$ cat src/hdl/abac_pkg.sv
// ----------------------------------------------------------------------------
// ARM build attribute classifier package
// Shared constants, codes and tables for the build attribute classifier.
// ----------------------------------------------------------------------------
package abac_pkg;

   // Default width of the byte position counter and the subsection ends.
   localparam int POSITION_BITS_DEFAULT = 32;

   // Width of a gathered 4-byte length field.
   localparam int LENGTH_BITS = 32;

   // Architecture codes reported on the last byte of a section.
   localparam logic [1:0] ARCH_NONE      = 2'd0;
   localparam logic [1:0] ARCH_V4_SOFT   = 2'd1;
   localparam logic [1:0] ARCH_V6_HARD   = 2'd2;
   localparam logic [1:0] ARCH_V7_HARD   = 2'd3;

   // Section format version byte ('A') and the file-scope sub-block code.
   localparam logic [7:0] VERSION_BYTE     = 8'h41;
   localparam logic [7:0] FILE_SCOPE_BYTE  = 8'h01;

   // Number of characters in the vendor name that is parsed.
   localparam logic [2:0] VENDOR_LENGTH  = 3'd5;

   // Attribute tags of interest.
   localparam logic [31:0] TAG_CONFORMANCE  = 32'd4;
   localparam logic [31:0] TAG_CPU_NAME     = 32'd5;
   localparam logic [31:0] TAG_ALSO_COMPAT  = 32'd67;
   localparam logic [31:0] TAG_PROC_ARCH    = 32'd6;
   localparam logic [31:0] TAG_VFP_ARGS     = 32'd28;

   // Architecture tag values that are accepted.
   localparam logic [31:0] PROC_ARCH_V4     = 32'd1;
   localparam logic [31:0] PROC_ARCH_V6     = 32'd6;
   localparam logic [31:0] PROC_ARCH_V7     = 32'd10;

   // VFP argument passing value that marks hard float.
   localparam logic [31:0] VFP_ARGS_HARD    = 32'd1;

   // Characters of the vendor name "aeabi", by position.
   function automatic logic [7:0] vendor_char(input logic [2:0] idx);
      logic [7:0] c;
      unique case (idx)
         3'd0:    c = 8'h61;
         3'd1:    c = 8'h65;
         3'd2:    c = 8'h61;
         3'd3:    c = 8'h62;
         3'd4:    c = 8'h69;
         default: c = 8'h00;
      endcase
      return c;
   endfunction

endpackage

$ cat src/hdl/abac_parser.sv
// ----------------------------------------------------------------------------
// ARM build attribute parser
// Walks the section one byte per step and keeps the parse state, the seen
// architecture and the hard float flag; gives the code for a closing byte.
// ----------------------------------------------------------------------------
module abac_parser #(
   parameter int POSITION_BITS = abac_pkg::POSITION_BITS_DEFAULT
) (
   input  logic       clock,
   input  logic       reset,
   input  logic       step,
   input  logic [7:0] data_byte,
   input  logic       last_byte,
   input  logic       big_endian,
   output logic [1:0] arch_code
);
   import abac_pkg::*;

   localparam int SUM_BITS = LENGTH_BITS + 1;
   localparam logic [POSITION_BITS-1:0] POS_MAX = {POSITION_BITS{1'b1}};

   typedef enum logic [3:0] {
      PH_VERSION,
      PH_SUB_LEN,
      PH_VENDOR,
      PH_FILE_TAG,
      PH_ATTR_LEN,
      PH_ATTR_TAG,
      PH_STRING,
      PH_ATTR_VAL,
      PH_SKIP,
      PH_FAILED
   } phase_type;

   typedef enum logic [1:0] {
      KIND_OTHER,
      KIND_PROC_ARCH,
      KIND_VFP_ARGS
   } tag_kind_type;

   phase_type                phase_ff, phase_in, phase_nx;
   logic [POSITION_BITS-1:0] pos_ff, pos_in;
   logic [POSITION_BITS-1:0] sub_end_ff, sub_end_in, sub_end_nx;
   logic [POSITION_BITS-1:0] attr_end_ff, attr_end_in, attr_end_nx;
   logic [LENGTH_BITS-1:0]   gather_ff, gather_in, gather_nx;
   logic [2:0]               count_ff, count_in, count_nx;
   logic [31:0]              uleb_ff, uleb_in, uleb_nx;
   logic [5:0]               shift_ff, shift_in, shift_nx;
   tag_kind_type             kind_ff, kind_in, kind_nx;
   logic [1:0]               arch_ff, arch_in, arch_nx;
   logic                     hf_ff, hf_in, hf_nx;
   logic                     failed_ff, failed_in, failed_nx;

   logic [POSITION_BITS-1:0] next_pos;
   logic [LENGTH_BITS-1:0]   gather_new;
   logic [2:0]               count_plus;
   logic [SUM_BITS-1:0]      sub_sum;
   logic [POSITION_BITS-1:0] sub_sat;
   logic [SUM_BITS-1:0]      attr_sum;
   logic [31:0]              uleb_new;
   logic                     uleb_done;
   logic [6:0]               shift_sum;
   logic [5:0]               shift_inc;
   tag_kind_type             kind_new;
   logic                     string_tag;
   tag_kind_type             pair_kind;
   logic [31:0]              pair_value;
   logic                     pair_fail;
   logic                     pair_set_arch;
   logic [1:0]               pair_arch;
   logic                     pair_set_hf;
   logic                     finish_skip;
   logic                     attr_more;

   function automatic tag_kind_type kind_of(input logic [31:0] tag);
      tag_kind_type k;
      if (tag == TAG_PROC_ARCH) begin
         k = KIND_PROC_ARCH;
      end else if (tag == TAG_VFP_ARGS) begin
         k = KIND_VFP_ARGS;
      end else begin
         k = KIND_OTHER;
      end
      return k;
   endfunction

   // Byte-level datapath shared by all phases.
   always_comb begin
      next_pos = pos_ff + POSITION_BITS'(1);
      if (big_endian) begin
         gather_new = {gather_ff[LENGTH_BITS-9:0], data_byte};
      end else begin
         gather_new = gather_ff | (LENGTH_BITS'(data_byte) << {count_ff[1:0], 3'b000});
      end
      count_plus = count_ff + 3'd1;
      sub_sum    = SUM_BITS'(sub_end_ff) + SUM_BITS'(gather_new);
      sub_sat    = (sub_sum > SUM_BITS'(POS_MAX)) ? POS_MAX : POSITION_BITS'(sub_sum);
      attr_sum   = SUM_BITS'(attr_end_ff) + SUM_BITS'(gather_new);

      // Bits shifted past bit 31 are dropped.
      uleb_new   = uleb_ff;
      if (shift_ff < 6'd32) begin
         uleb_new = uleb_ff | ({25'd0, data_byte[6:0]} << shift_ff[4:0]);
      end
      uleb_done  = !data_byte[7] || (next_pos >= attr_end_ff);
      shift_sum  = {1'b0, shift_ff} + 7'd7;
      shift_inc  = (shift_sum > 7'd63) ? 6'd63 : shift_sum[5:0];
      kind_new   = kind_of(uleb_new);
      string_tag = (uleb_new == TAG_CONFORMANCE) || (uleb_new == TAG_CPU_NAME) ||
                   (uleb_new == TAG_ALSO_COMPAT);

      // A tag cut by the end of the block pairs with the value zero.
      if (phase_ff == PH_ATTR_VAL) begin
         pair_kind  = kind_ff;
         pair_value = uleb_new;
      end else begin
         pair_kind  = kind_new;
         pair_value = 32'd0;
      end
      pair_fail     = 1'b0;
      pair_set_arch = 1'b0;
      pair_arch     = ARCH_NONE;
      pair_set_hf   = 1'b0;
      if (pair_kind == KIND_PROC_ARCH) begin
         pair_set_arch = 1'b1;
         if (pair_value == PROC_ARCH_V4) begin
            pair_arch = ARCH_V4_SOFT;
         end else if (pair_value == PROC_ARCH_V6) begin
            pair_arch = ARCH_V6_HARD;
         end else if (pair_value == PROC_ARCH_V7) begin
            pair_arch = ARCH_V7_HARD;
         end else begin
            pair_fail = 1'b1;
         end
      end else if (pair_kind == KIND_VFP_ARGS) begin
         pair_set_hf = (pair_value == VFP_ARGS_HARD);
      end

      finish_skip = next_pos < sub_end_ff;
      attr_more   = next_pos < attr_end_ff;
   end

   // Phase sequencing for one accepted byte.
   always_comb begin
      phase_nx    = phase_ff;
      sub_end_nx  = sub_end_ff;
      attr_end_nx = attr_end_ff;
      gather_nx   = gather_ff;
      count_nx    = count_ff;
      uleb_nx     = uleb_ff;
      shift_nx    = shift_ff;
      kind_nx     = kind_ff;
      arch_nx     = arch_ff;
      hf_nx       = hf_ff;
      failed_nx   = failed_ff;

      unique case (phase_ff)
         PH_VERSION: begin
            if (data_byte == VERSION_BYTE) begin
               phase_nx  = PH_SUB_LEN;
               gather_nx = '0;
               count_nx  = '0;
            end else begin
               failed_nx = 1'b1;
               phase_nx  = PH_FAILED;
            end
         end
         PH_SUB_LEN: begin
            if (count_ff == 3'd0) begin
               sub_end_nx = pos_ff;
            end
            gather_nx = gather_new;
            count_nx  = count_plus;
            if (count_plus >= 3'd4) begin
               sub_end_nx = sub_sat;
               phase_nx   = PH_VENDOR;
               count_nx   = '0;
            end
         end
         PH_VENDOR: begin
            if (count_ff < VENDOR_LENGTH) begin
               if (data_byte != vendor_char(count_ff)) begin
                  if (finish_skip) begin
                     phase_nx = PH_SKIP;
                  end else begin
                     phase_nx  = PH_SUB_LEN;
                     gather_nx = '0;
                     count_nx  = '0;
                  end
               end else begin
                  count_nx = count_plus;
               end
            end else begin
               phase_nx = PH_FILE_TAG;
            end
         end
         PH_FILE_TAG: begin
            if (data_byte != FILE_SCOPE_BYTE) begin
               if (finish_skip) begin
                  phase_nx = PH_SKIP;
               end else begin
                  phase_nx  = PH_SUB_LEN;
                  gather_nx = '0;
                  count_nx  = '0;
               end
            end else begin
               attr_end_nx = pos_ff;
               gather_nx   = '0;
               count_nx    = '0;
               phase_nx    = PH_ATTR_LEN;
            end
         end
         PH_ATTR_LEN: begin
            gather_nx = gather_new;
            count_nx  = count_plus;
            if (count_plus >= 3'd4) begin
               if (attr_sum > SUM_BITS'(sub_end_ff)) begin
                  failed_nx = 1'b1;
                  phase_nx  = PH_FAILED;
               end else begin
                  attr_end_nx = POSITION_BITS'(attr_sum);
                  if (SUM_BITS'(next_pos) < attr_sum) begin
                     phase_nx = PH_ATTR_TAG;
                     uleb_nx  = '0;
                     shift_nx = '0;
                  end else if (finish_skip) begin
                     phase_nx = PH_SKIP;
                  end else begin
                     phase_nx  = PH_SUB_LEN;
                     gather_nx = '0;
                     count_nx  = '0;
                  end
               end
            end
         end
         PH_ATTR_TAG, PH_ATTR_VAL: begin
            uleb_nx = uleb_new;
            if (!uleb_done) begin
               shift_nx = shift_inc;
            end else if (phase_ff == PH_ATTR_TAG && string_tag) begin
               kind_nx  = kind_new;
               phase_nx = PH_STRING;
            end else if (phase_ff == PH_ATTR_TAG && attr_more) begin
               kind_nx  = kind_new;
               phase_nx = PH_ATTR_VAL;
               uleb_nx  = '0;
               shift_nx = '0;
            end else begin
               if (phase_ff == PH_ATTR_TAG) begin
                  kind_nx = kind_new;
               end
               if (pair_fail) begin
                  failed_nx = 1'b1;
                  phase_nx  = PH_FAILED;
               end else begin
                  if (pair_set_arch) begin
                     arch_nx = pair_arch;
                  end
                  if (pair_set_hf) begin
                     hf_nx = 1'b1;
                  end
                  if (attr_more) begin
                     phase_nx = PH_ATTR_TAG;
                     uleb_nx  = '0;
                     shift_nx = '0;
                  end else if (finish_skip) begin
                     phase_nx = PH_SKIP;
                  end else begin
                     phase_nx  = PH_SUB_LEN;
                     gather_nx = '0;
                     count_nx  = '0;
                  end
               end
            end
         end
         PH_STRING: begin
            if (data_byte == 8'h00) begin
               if (next_pos > attr_end_ff) begin
                  failed_nx = 1'b1;
                  phase_nx  = PH_FAILED;
               end else if (attr_more) begin
                  phase_nx = PH_ATTR_TAG;
                  uleb_nx  = '0;
                  shift_nx = '0;
               end else if (finish_skip) begin
                  phase_nx = PH_SKIP;
               end else begin
                  phase_nx  = PH_SUB_LEN;
                  gather_nx = '0;
                  count_nx  = '0;
               end
            end
         end
         PH_SKIP: begin
            if (!finish_skip) begin
               phase_nx  = PH_SUB_LEN;
               gather_nx = '0;
               count_nx  = '0;
            end
         end
         PH_FAILED: begin
         end
         default: begin
         end
      endcase
   end

   // Code for a closing byte, from the state after that byte.
   always_comb begin
      if (failed_nx) begin
         arch_code = ARCH_NONE;
      end else if (arch_nx == ARCH_V4_SOFT && hf_nx) begin
         arch_code = ARCH_NONE;
      end else if ((arch_nx == ARCH_V6_HARD || arch_nx == ARCH_V7_HARD) && !hf_nx) begin
         arch_code = ARCH_NONE;
      end else begin
         arch_code = arch_nx;
      end
   end

   // Commit the step; a closing byte returns the parser to its reset state.
   always_comb begin
      phase_in    = phase_ff;
      pos_in      = pos_ff;
      sub_end_in  = sub_end_ff;
      attr_end_in = attr_end_ff;
      gather_in   = gather_ff;
      count_in    = count_ff;
      uleb_in     = uleb_ff;
      shift_in    = shift_ff;
      kind_in     = kind_ff;
      arch_in     = arch_ff;
      hf_in       = hf_ff;
      failed_in   = failed_ff;
      if (step) begin
         if (last_byte) begin
            phase_in    = PH_VERSION;
            pos_in      = '0;
            sub_end_in  = '0;
            attr_end_in = '0;
            gather_in   = '0;
            count_in    = '0;
            uleb_in     = '0;
            shift_in    = '0;
            kind_in     = KIND_OTHER;
            arch_in     = ARCH_NONE;
            hf_in       = 1'b0;
            failed_in   = 1'b0;
         end else begin
            phase_in    = phase_nx;
            pos_in      = next_pos;
            sub_end_in  = sub_end_nx;
            attr_end_in = attr_end_nx;
            gather_in   = gather_nx;
            count_in    = count_nx;
            uleb_in     = uleb_nx;
            shift_in    = shift_nx;
            kind_in     = kind_nx;
            arch_in     = arch_nx;
            hf_in       = hf_nx;
            failed_in   = failed_nx;
         end
      end
   end

   always_ff @(posedge clock) begin
      if (reset) begin
         phase_ff    <= PH_VERSION;
         pos_ff      <= '0;
         sub_end_ff  <= '0;
         attr_end_ff <= '0;
         gather_ff   <= '0;
         count_ff    <= '0;
         uleb_ff     <= '0;
         shift_ff    <= '0;
         kind_ff     <= KIND_OTHER;
         arch_ff     <= ARCH_NONE;
         hf_ff       <= 1'b0;
         failed_ff   <= 1'b0;
      end else begin
         phase_ff    <= phase_in;
         pos_ff      <= pos_in;
         sub_end_ff  <= sub_end_in;
         attr_end_ff <= attr_end_in;
         gather_ff   <= gather_in;
         count_ff    <= count_in;
         uleb_ff     <= uleb_in;
         shift_ff    <= shift_in;
         kind_ff     <= kind_in;
         arch_ff     <= arch_in;
         hf_ff       <= hf_in;
         failed_ff   <= failed_in;
      end
   end

endmodule

$ cat src/hdl/arm_build_attribute_classifier.sv
// ----------------------------------------------------------------------------
// ARM build attribute classifier
// Classifies an ARM build attributes section into an architecture code.
// ----------------------------------------------------------------------------
// Usage: the section contents enter on the req_ channel one byte per
// transaction, with req_last_byte set on the final byte. Every byte updates
// the parse state in the cycle it is accepted, so one byte is taken per
// cycle while req_ready is high. Only the transaction that carries the last
// byte produces a result: rsp_arch_code appears on the rsp_ channel in the
// cycle after that byte is accepted, and the parser is back at the start of
// a new section on the next cycle, so sections may follow each other without
// a gap. The single output register holds a result while the receiver
// stalls; req_ready stays high as long as that register is empty or is
// being emptied in the same cycle, and drops only while a result waits.
// The csr_ port writes the byte order of the length fields (1 means big
// endian) with no handshake; write it only between sections. Reset clears
// the parse state, the output register and the byte order (little endian).
// ----------------------------------------------------------------------------
module arm_build_attribute_classifier #(
   parameter int POSITION_BITS = abac_pkg::POSITION_BITS_DEFAULT
) (
   input  logic       clock,
   input  logic       reset,
   input  logic       req_valid,
   output logic       req_ready,
   input  logic [7:0] req_data_byte,
   input  logic       req_last_byte,
   output logic       rsp_valid,
   input  logic       rsp_ready,
   output logic [1:0] rsp_arch_code,
   input  logic       csr_write_enable,
   input  logic       csr_write_data
);
   import abac_pkg::*;

   logic       big_endian_ff, big_endian_in;
   logic       rsp_valid_ff, rsp_valid_in;
   logic [1:0] rsp_code_ff, rsp_code_in;
   logic       req_accept;
   logic [1:0] parse_code;

   // A new byte is taken whenever the result register can accept a result.
   assign req_ready  = !rsp_valid_ff || rsp_ready;
   assign req_accept = req_valid && req_ready;

   abac_parser #(
      .POSITION_BITS (POSITION_BITS)
   ) u_parser (
      .clock      (clock),
      .reset      (reset),
      .step       (req_accept),
      .data_byte  (req_data_byte),
      .last_byte  (req_last_byte),
      .big_endian (big_endian_ff),
      .arch_code  (parse_code)
   );

   always_comb begin
      big_endian_in = csr_write_enable ? csr_write_data : big_endian_ff;
      rsp_valid_in  = rsp_valid_ff;
      rsp_code_in   = rsp_code_ff;
      if (req_accept && req_last_byte) begin
         // The closing byte of a section loads a fresh result.
         rsp_valid_in = 1'b1;
         rsp_code_in  = parse_code;
      end else if (rsp_ready) begin
         rsp_valid_in = 1'b0;
      end
   end

   always_ff @(posedge clock) begin
      if (reset) begin
         big_endian_ff <= 1'b0;
         rsp_valid_ff  <= 1'b0;
      end else begin
         big_endian_ff <= big_endian_in;
         rsp_valid_ff  <= rsp_valid_in;
      end
   end

   // Result payload needs no reset; it is qualified by rsp_valid.
   always_ff @(posedge clock) begin
      rsp_code_ff <= rsp_code_in;
   end

   assign rsp_valid     = rsp_valid_ff;
   assign rsp_arch_code = rsp_code_ff;

endmodule

$ cat config.mk
export PLATFORM = sky130hd
export DESIGN_NAME = arm_build_attribute_classifier
export DESIGN_NICKNAME = d
export VERILOG_FILES = /design/src/hdl/abac_pkg.sv /design/src/hdl/abac_parser.sv /design/src/hdl/arm_build_attribute_classifier.sv
export SDC_FILE = /design/constraint.sdc
export NUM_CORES = 1
export LEC_CHECK = 0
export ABC_CLOCK_PERIOD_IN_PS = 10900
export CAP_MARGIN = 40
export CELL_PAD_IN_SITES_DETAIL_PLACEMENT = 1
export CELL_PAD_IN_SITES_GLOBAL_PLACEMENT = 1
export CORE_UTILIZATION = 35
export DETAILED_ROUTE_END_ITERATION = 10
export DONT_BUFFER_PORTS = 1
export GPL_ROUTABILITY_DRIVEN = 1
export PLACE_DENSITY = 0.72
export RECOVER_POWER = 50
export SLEW_MARGIN = 20
export SYNTH_ARGS = -nofsm -noshare
export SYNTH_HDL_FRONTEND = slang
export SYNTH_HIERARCHICAL = 1
export SYNTH_SLANG_ARGS = --single-unit
$ cat constraint.sdc
create_clock -name clock -period 10.9 [get_ports clock]
set_input_delay 0 -clock clock [delete_from_list [all_inputs] [get_ports clock]]
set_output_delay 0 -clock clock [all_outputs]
set_load 0.01 [all_outputs]
==> results.py, run 1 <==
metrics = {
    "synth": {
        "synth_cells": 2180,
        "yosys.area.top_type": "dfxtp_1",
        "synth_compound_gate_area_share_pct": 28.9,
        "yosysSeqAreaShare_pct": 22.0,
        "synth.area.top_cells": "dfxtp_1 22%, ha_1 15%, nand2_1 5.8%, a21oi_1 5.2%, o21ai_0 3.5%",
        "synth_mux_area_share_pct": 1.97,
        "ys_seq_elements": 183,
        "post-synth-top-area-fraction_pct": 21.7,
        "synth-edff-count": 2,
        "synth_top_family_by_area": "compound AO/OA/AOI/OAI gates",
        "synth-simple-area-share_pct": 21.5,
        "synth_flop_cell": "dfxtp_1",
        "synth_adder_area_share_pct": 15.0,
        "synth_xor_area_share_pct": 4.35,
        "ys_types": 95,
        "ys_warn_count": 6,
        "async_reset_ff_share_pct": 0,
        "avgSynthCellArea_um2": 7.67,
        "netlist_area_um2": 16700,
        "synth_nets": 2394,
    },
    "floorplan": {
        "core_um2": 46900,
        "ioPinCount": 19,
        "core.rowCount": 79,
        "die_y_um": 221,
        "initial_core_util_pct": 35.7,
        "dieArea_um2": 48600,
        "die_w_um": 221,
    },
    "global_route": {
        "busiest_layer": "met2",
        "grt_pass1_wl_mm": 102,
        "grt_antenna_before_repair": 0,
        "grt.met3_usage_pct": 4.52,
        "overflow": 0,
        "grt_use_met1_pct": 34.5,
        "grt_pass1_vias": 17609,
        "met2_usage_pct": 45.3,
        "grt_max_degree": 77,
        "grt_usage_pct": 27.5,
    },
    "min_path": {
        "hp-class": "in -> reg",
    },
    "timing": {
        "rsz0062_at_grt": "no",
        "finalSetupViolations": 0,
        "fin_tns_setup_ns": 0,
        "skew_ns": 0.0131,
        "finalCritPeriodShare_pct": 81.1,
        "slew_viol_final": 127,
        "relSlewSlack_pct": -93.7,
        "clock.fmax_ghz": 0.113,
        "hold_viol": 0,
        "fin_crit_ns": 8.84,
        "worstMarginPinSlew_ns": 2.91,
    },
    "finish": {
        "area_growth_pct": 7.60,
        "fin_util_pct": 38.4,
        "final_cell_area_um2": 18000,
        "nets": 2350,
        "antenna_cells": 0,
        "drive_above_1_share_pct": 5.21,
    },
    "clock_tree": {
        "clock_path_buffers": 2,
        "cts_setup_buffers": 0,
        "cts.sink_count": 183,
        "cts_tree": "done",
        "cts_root_buf": "clkbuf_16",
        "clk_latency_ns": 0.51,
        "cts_hold_buffers": 18,
        "ctsResizeCount": 0,
        "htreeDepth": 4,
        "cts_made_buffers": 17,
        "clk_pin_slew_ns": 0.08,
    },
    "route": {
        "drc_errors": 2,
        "dr_total_vias": 17072,
        "antenna_left": 0,
        "avgViaCountPerCell": 6.19,
        "drt_iter0_markers": 1229,
        "drt_pass1_iterations": 8,
        "routedWlPerCell_um": 23.8,
        "routed_wl_mm": 65.7,
    },
    "pwr": {
        "peakVddDrop_uv": 93.9,
        "p_leak_nw": 7.39,
        "power.density_nw_per_um2": 84.6,
    },
    "placement": {
        "place_hpwl_mm": 48.8,
        "portBuffers": 0,
        "placed_area_um2": 17200,
        "gp_congestion": 0.941,
    },
    "critical_path": {
        "path_max_fanout": 47,
        "critPathKind": "reg -> reg",
        "crit_arrival_ns": 9.25,
        "startpoint_type": "flip-flop",
        "worstPathRequired_ns": 11.31,
        "crit_path_end_kind": "flip-flop",
    },
    "run_status": {
        "violations": "design-rule violations, max-capacitance violations, max-slew violations",
        "status": "complete, but fails checks",
    },
    "flow_run": {
        "cap_violations": 3,
    },
}
-- sequential cells by signal (all words and copies together) (netlist names) --
| name | flops |
|---|---|
| u_parser/kind_ff | 2 |
| u_parser/gather_ff | 32 |
| u_parser/sub_end_ff | 32 |
| u_parser/failed_ff | 1 |
| u_parser/count_ff | 3 |
| u_parser/arch_ff | 2 |
| rsp_valid | 1 |
| rsp_arch_code | 2 |
| u_parser/pos_ff | 32 |
| u_parser/attr_end_ff | 32 |
| u_parser/uleb_ff | 32 |
| u_parser/shift_ff | 6 |
| big_endian_ff | 1 |
| u_parser/phase_ff | 4 |
| u_parser/hf_ff | 1 |
-- where the power goes --
group          switching [mW]  internal (mW)
Clock                   0.322          0.335
Combinational           0.132         0.0555
Sequential            0.00551          0.672
-- critical path: stages (launching register included) --
cell,delay (ns)
dfxtp_1,0.57
clkbuf_1,1.28
o21bai_1,0.46
nand2_1,0.10
o21ai_0,0.24
ha_1,0.40
or4_1,0.49
o21a_1,0.13
nand2_1,0.11
a22oi_1,0.13
or3_1,0.35
a31oi_1,0.29
xnor2_1,0.18
ha_1,0.33
nand4_1,0.19
nor4_1,0.44
clkbuf_1,0.27
o31ai_1,0.21
a31oi_1,0.26
o31ai_1,0.13
a31oi_1,0.54
nor2_1,0.25
a41oi_1,0.24
clkbuf_1,0.55
a211oi_1,0.22
o32ai_1,0.36
-- through the flow --
step	power (mW)	worst slack (ns)	cells	hold slack, ns
final	1.52	2.06	2756	0.0213
after global routing	1.57	1.38	2756	0.0314
after CTS	1.54	3.30	2753	0.00418
after detailed placement	0.859	3.31	2703	0.0764
after global placement	0.853	2.84	2700	0.0738
after floorplan	0.811	5.06	2180	0.0691
-- cell usage after synthesis (all sizes together) (6+ instances only) --
cell and n:
o22ai 8, dfxtp 181, clkbuf 84, and4 6
o31ai 13, a221oi 6, and2 10, o21bai 10
ha 197, nor3 53, nand2b 19, and3 29
a21o 50, o32ai 7, nand3 61, a21boi 7
or4 7, nor3b 11, nor4 34, a31o 10
o221ai 31, mux2i 16, nor2 153, nand3b 6
xor2 34, a211oi 28, a22o 43, xnor2 49
inv 139, or3 19, o21a 45, a211o 21
a2bb2oi 6, a22oi 29, o211ai 15, nand2 259
o2bb2ai 11, buf 30, a311oi 6, o21ai 122
nand4 23, a31oi 22, nor2b 21, a21oi 177
-- cell families (layout without fill, tap and decap cells) --
group           count (synthesis)  in the layout
buf+inv                       255            224
simple gates                  733            733
fa+ha+maj                     199            199
flops                         183            183
compound gates                701            701
mux                            26             26
xor+xnor                       83             83
-- worst paths after layout --
check | from | end | slack (ns) | depth (start not counted)
max | big_endian_ff$_SDFFE_PP0P_ | u_parser/shift_ff[3]$_SDFFE_PP0P_ | 2.06 | 25
min | req_data_byte[7] | u_parser/gather_ff[31]$_SDFFE_PP0P_ | 0.02 | 4
max reg2reg | big_endian_ff$_SDFFE_PP0P_ | u_parser/shift_ff[3]$_SDFFE_PP0P_ | 2.06 | 25
min reg2reg | u_parser/sub_end_ff[15]$_SDFFE_PP0P_ | u_parser/sub_end_ff[15]$_SDFFE_PP0P_ | 0.46 | 2
-- routing by layer --
metal | routed length, um | vias to the layer above
met3 | 3120 | 141
met4 | 2860 | 0
met1 | 29100 | 8511
met2 | 30600 | 471
met5 | 0 | -
li1 | - | 7949
-- cell type report --
type,count,area (um^2)
timing repair buffer,51,428
inverter,141,529
clock buffer,19,464
fill,5781,28900
clock inverter,13,116
sequential,183,3680
multi-input combinational,1742,12000
tap,607,759
-- cell usage in the layout, fill, tap and decap left out, drive strengths merged, types with 8 or more instances in the layout --
master	count
inv	143
o31ai	13
and3	29
a21o	50
o2bb2ai	11
nor2b	21
nand4	23
and2	10
o21a	45
a211oi	28
o21bai	10
or3	19
nand2	259
dfxtp	181
a31o	10
ha	197
nor3	53
nor2	153
o211ai	15
a22o	43
a21oi	177
buf	26
nor4	34
xnor2	49
dlygate4sd3	17
a211o	21
nand2b	19
clkbuf	27
o22ai	8
o21ai	122
xor2	34
a22oi	29
nor3b	11
a31oi	22
o221ai	31
mux2i	16
nand3	61
No activity file was read; power rests on OpenSTA's default activity.
==> inputs of run 2 (changes only) <==
- ABC_CLOCK_PERIOD_IN_PS: 10900 -> 8800
- clock period: 10.9 -> 8.8 ns (I/O delays scaled with it)
==> run 2 against run 1 <==
Against the previous run: the run still ends with design-rule violations, max-capacitance violations, max-slew violations left; register-to-register slack worse by 1.4 ns; total power up 25%; combinational power is 27% higher; sequential cell count stayed put; critical path type unchanged.
==> results.py, run 2 (synthesis gave the netlist of run 1 again) <==
metrics = {
    "timing": {
        "finalCritPeriodShare_pct": 92.6,
        "clock.fmax_ghz": 0.123,
        "fin_tns_setup_ns": 0,
        "skew_ns": 0.0119,
        "rsz0062_at_grt": "no",
        "fin_crit_ns": 8.15,
        "slew_viol_final": 60,
        "worstMarginPinSlew_ns": 2.71,
        "relSlewSlack_pct": -80.7,
        "finalSetupViolations": 0,
        "hold_viol": 0,
    },
    "pwr": {
        "intPower_mw": 1.29,
        "seqPwrFrac_pct": 44.2,
        "p_leak_nw": 7.45,
        "power.density_nw_per_um2": 105,
        "p_switching_uw": 609,
        "power_frac_comb_pct": 12.5,
        "switching_share_pct": 32.1,
        "peakVddDrop_uv": 103,
        "p_clk_share_pct": 43.3,
    },
    "route": {
        "drc_errors": 2,
        "routedWlPerCell_um": 23.9,
        "dr_total_vias": 17092,
        "drt_pass1_iterations": 8,
        "routed_wl_mm": 66.0,
        "drt_iter0_markers": 1395,
        "antenna_left": 0,
        "avgViaCountPerCell": 6.19,
    },
    "finish": {
        "layout_commonest_cell": "nand2_1",
        "fin_util_pct": 38.7,
        "drive_above_1_share_pct": 5.48,
        "area_growth_pct": 8.40,
        "nets": 2355,
        "final_cell_mix": "257 x nand2_1, 197 x ha_1, 181 x dfxtp_1, 174 x a21oi_1, 151 x nor2_1",
        "n_fill_cell": 5749,
    },
    "global_route": {
        "overflow": 0,
        "grt_usage_pct": 27.5,
        "grt_pass1_wl_mm": 102,
        "grt_max_degree": 75,
        "grt_pass1_vias": 17524,
        "grt_antenna_before_repair": 1,
    },
    "floorplan": {
        "die_w_um": 221,
        "initial_core_util_pct": 35.7,
        "die_y_um": 221,
        "core.rowCount": 79,
        "ioPinCount": 19,
        "core_um2": 46900,
        "dieArea_um2": 48600,
    },
    "clock_tree": {
        "clk_latency_ns": 0.51,
        "cts.sink_count": 183,
        "cts_setup_buffers": 0,
        "ctsResizeCount": 0,
        "cts_made_buffers": 17,
        "cts_tree": "done",
        "clk_pin_slew_ns": 0.08,
        "cts_root_buf": "clkbuf_16",
        "clock_path_buffers": 2,
        "cts_hold_buffers": 21,
        "htreeDepth": 4,
    },
    "critical_path": {
        "startpoint_type": "flip-flop",
        "crit_path_end_kind": "flip-flop",
        "crit_arrival_ns": 8.59,
        "critPathKind": "reg -> reg",
        "worstPathRequired_ns": 9.24,
        "path_max_fanout": 30,
    },
    "flow_run": {
        "cap_violations": 2,
    },
    "min_path": {
        "hp-class": "in -> reg",
    },
    "placement": {
        "gp_congestion": 0.935,
        "place_hpwl_mm": 49.0,
        "portBuffers": 0,
    },
    "run_status": {
        "violations": "design-rule violations, max-capacitance violations, max-slew violations",
        "status": "complete, but fails checks",
    },
}
-- run 2: cell types whose count changed in the layout (fill, tap and decap cells not counted), sizes merged --
cell | previous run | this run
buf | 26 | 32
bufinv | 1 | 0
clkbuf | 27 | 22
clkinv | 7 | 9
clkinvlp | 3 | 1
diode | 0 | 1
dlygate4sd3 | 17 | 19
inv | 143 | 146
-- run 2: critical path, stage by stage (launching register included) --
cell           delay (ns)
dfxtp_1              0.54
inv_1                0.18
nor2_1               0.55
a211oi_1             0.19
a21oi_1              0.45
ha_1                 0.41
a21o_1               0.21
a21o_1               0.19
a211oi_1             0.32
nand2_1              0.09
a211oi_1             0.34
o21ai_0              0.43
o31a_1               0.42
xor2_1               0.47
ha_1                 0.24
and4_1               0.26
nand2_1              0.07
nor4_1               0.17
nand3_1              0.16
o21ai_0              0.19
a31oi_1              0.14
nor4_1               0.50
o31ai_4              0.10
buf_4                0.38
or3_1                0.39
dlygate4sd3_1        0.56
a21oi_1              0.13
-- run 2: metrics by stage --
stage               worst slack [ns]  total power, mW  instances  cell area, um^2  hold slack (ns)
global route                   0.291             1.96       2762            18100           0.0401
finish                         0.651             1.90       2762            18100           0.0364
detailed placement              1.08             1.07       2707            17300           0.0825
floorplan                       2.96             1.00       2180            16700           0.0691
CTS                            0.969             1.91       2760            18100          0.00386
global placement               0.930             1.06       2701            17200           0.0816
-- run 2: path summary, 6_finish.rpt --
path	from	endpoint	slack, ns	depth (start not counted)
max	u_parser/count_ff[0]$_SDFFE_PP0P_	u_parser/attr_end_ff[1]$_SDFFE_PP0P_	0.65	26
min	req_data_byte[2]	u_parser/gather_ff[18]$_SDFFE_PP0P_	0.04	4
max reg2reg	u_parser/count_ff[0]$_SDFFE_PP0P_	u_parser/attr_end_ff[1]$_SDFFE_PP0P_	0.65	26
min reg2reg	u_parser/sub_end_ff[15]$_SDFFE_PP0P_	u_parser/sub_end_ff[15]$_SDFFE_PP0P_	0.46	2
-- run 2: area by class of cell --
class / count / area, um^2 / share of cell area [%]
antenna: 1 / 2.50 / 0.0138
clock buffer: 17 / 425 / 2.35
clock inverter: 15 / 180 / 0.994
inverter: 141 / 529 / 2.92
multi-input combinational: 1742 / 12000 / 66.3
sequential: 183 / 3680 / 20.3
tap: 607 / 759 / 4.19
timing repair buffer: 56 / 532 / 2.93
-- run 2: power groups by stage --
stage	Clock, mW	Combinational [mW]	Sequential (mW)
5_1_grt	0.870	0.252	0.840
3_5_place_dp	0	0.207	0.859
2_1_floorplan	0	0.151	0.854
6_report	0.821	0.237	0.839
3_3_place_gp	0	0.195	0.861
4_1_cts	0.840	0.233	0.839
-- run 2: routing by layer --
metal,share of wire [%],global-route usage [%],vias up
li1,-,-,7960
met1,45,35.5,8548
met2,47,46.2,452
met3,4.6,3.90,130
met4,3.5,10.6,2
met5,0.020,0,-
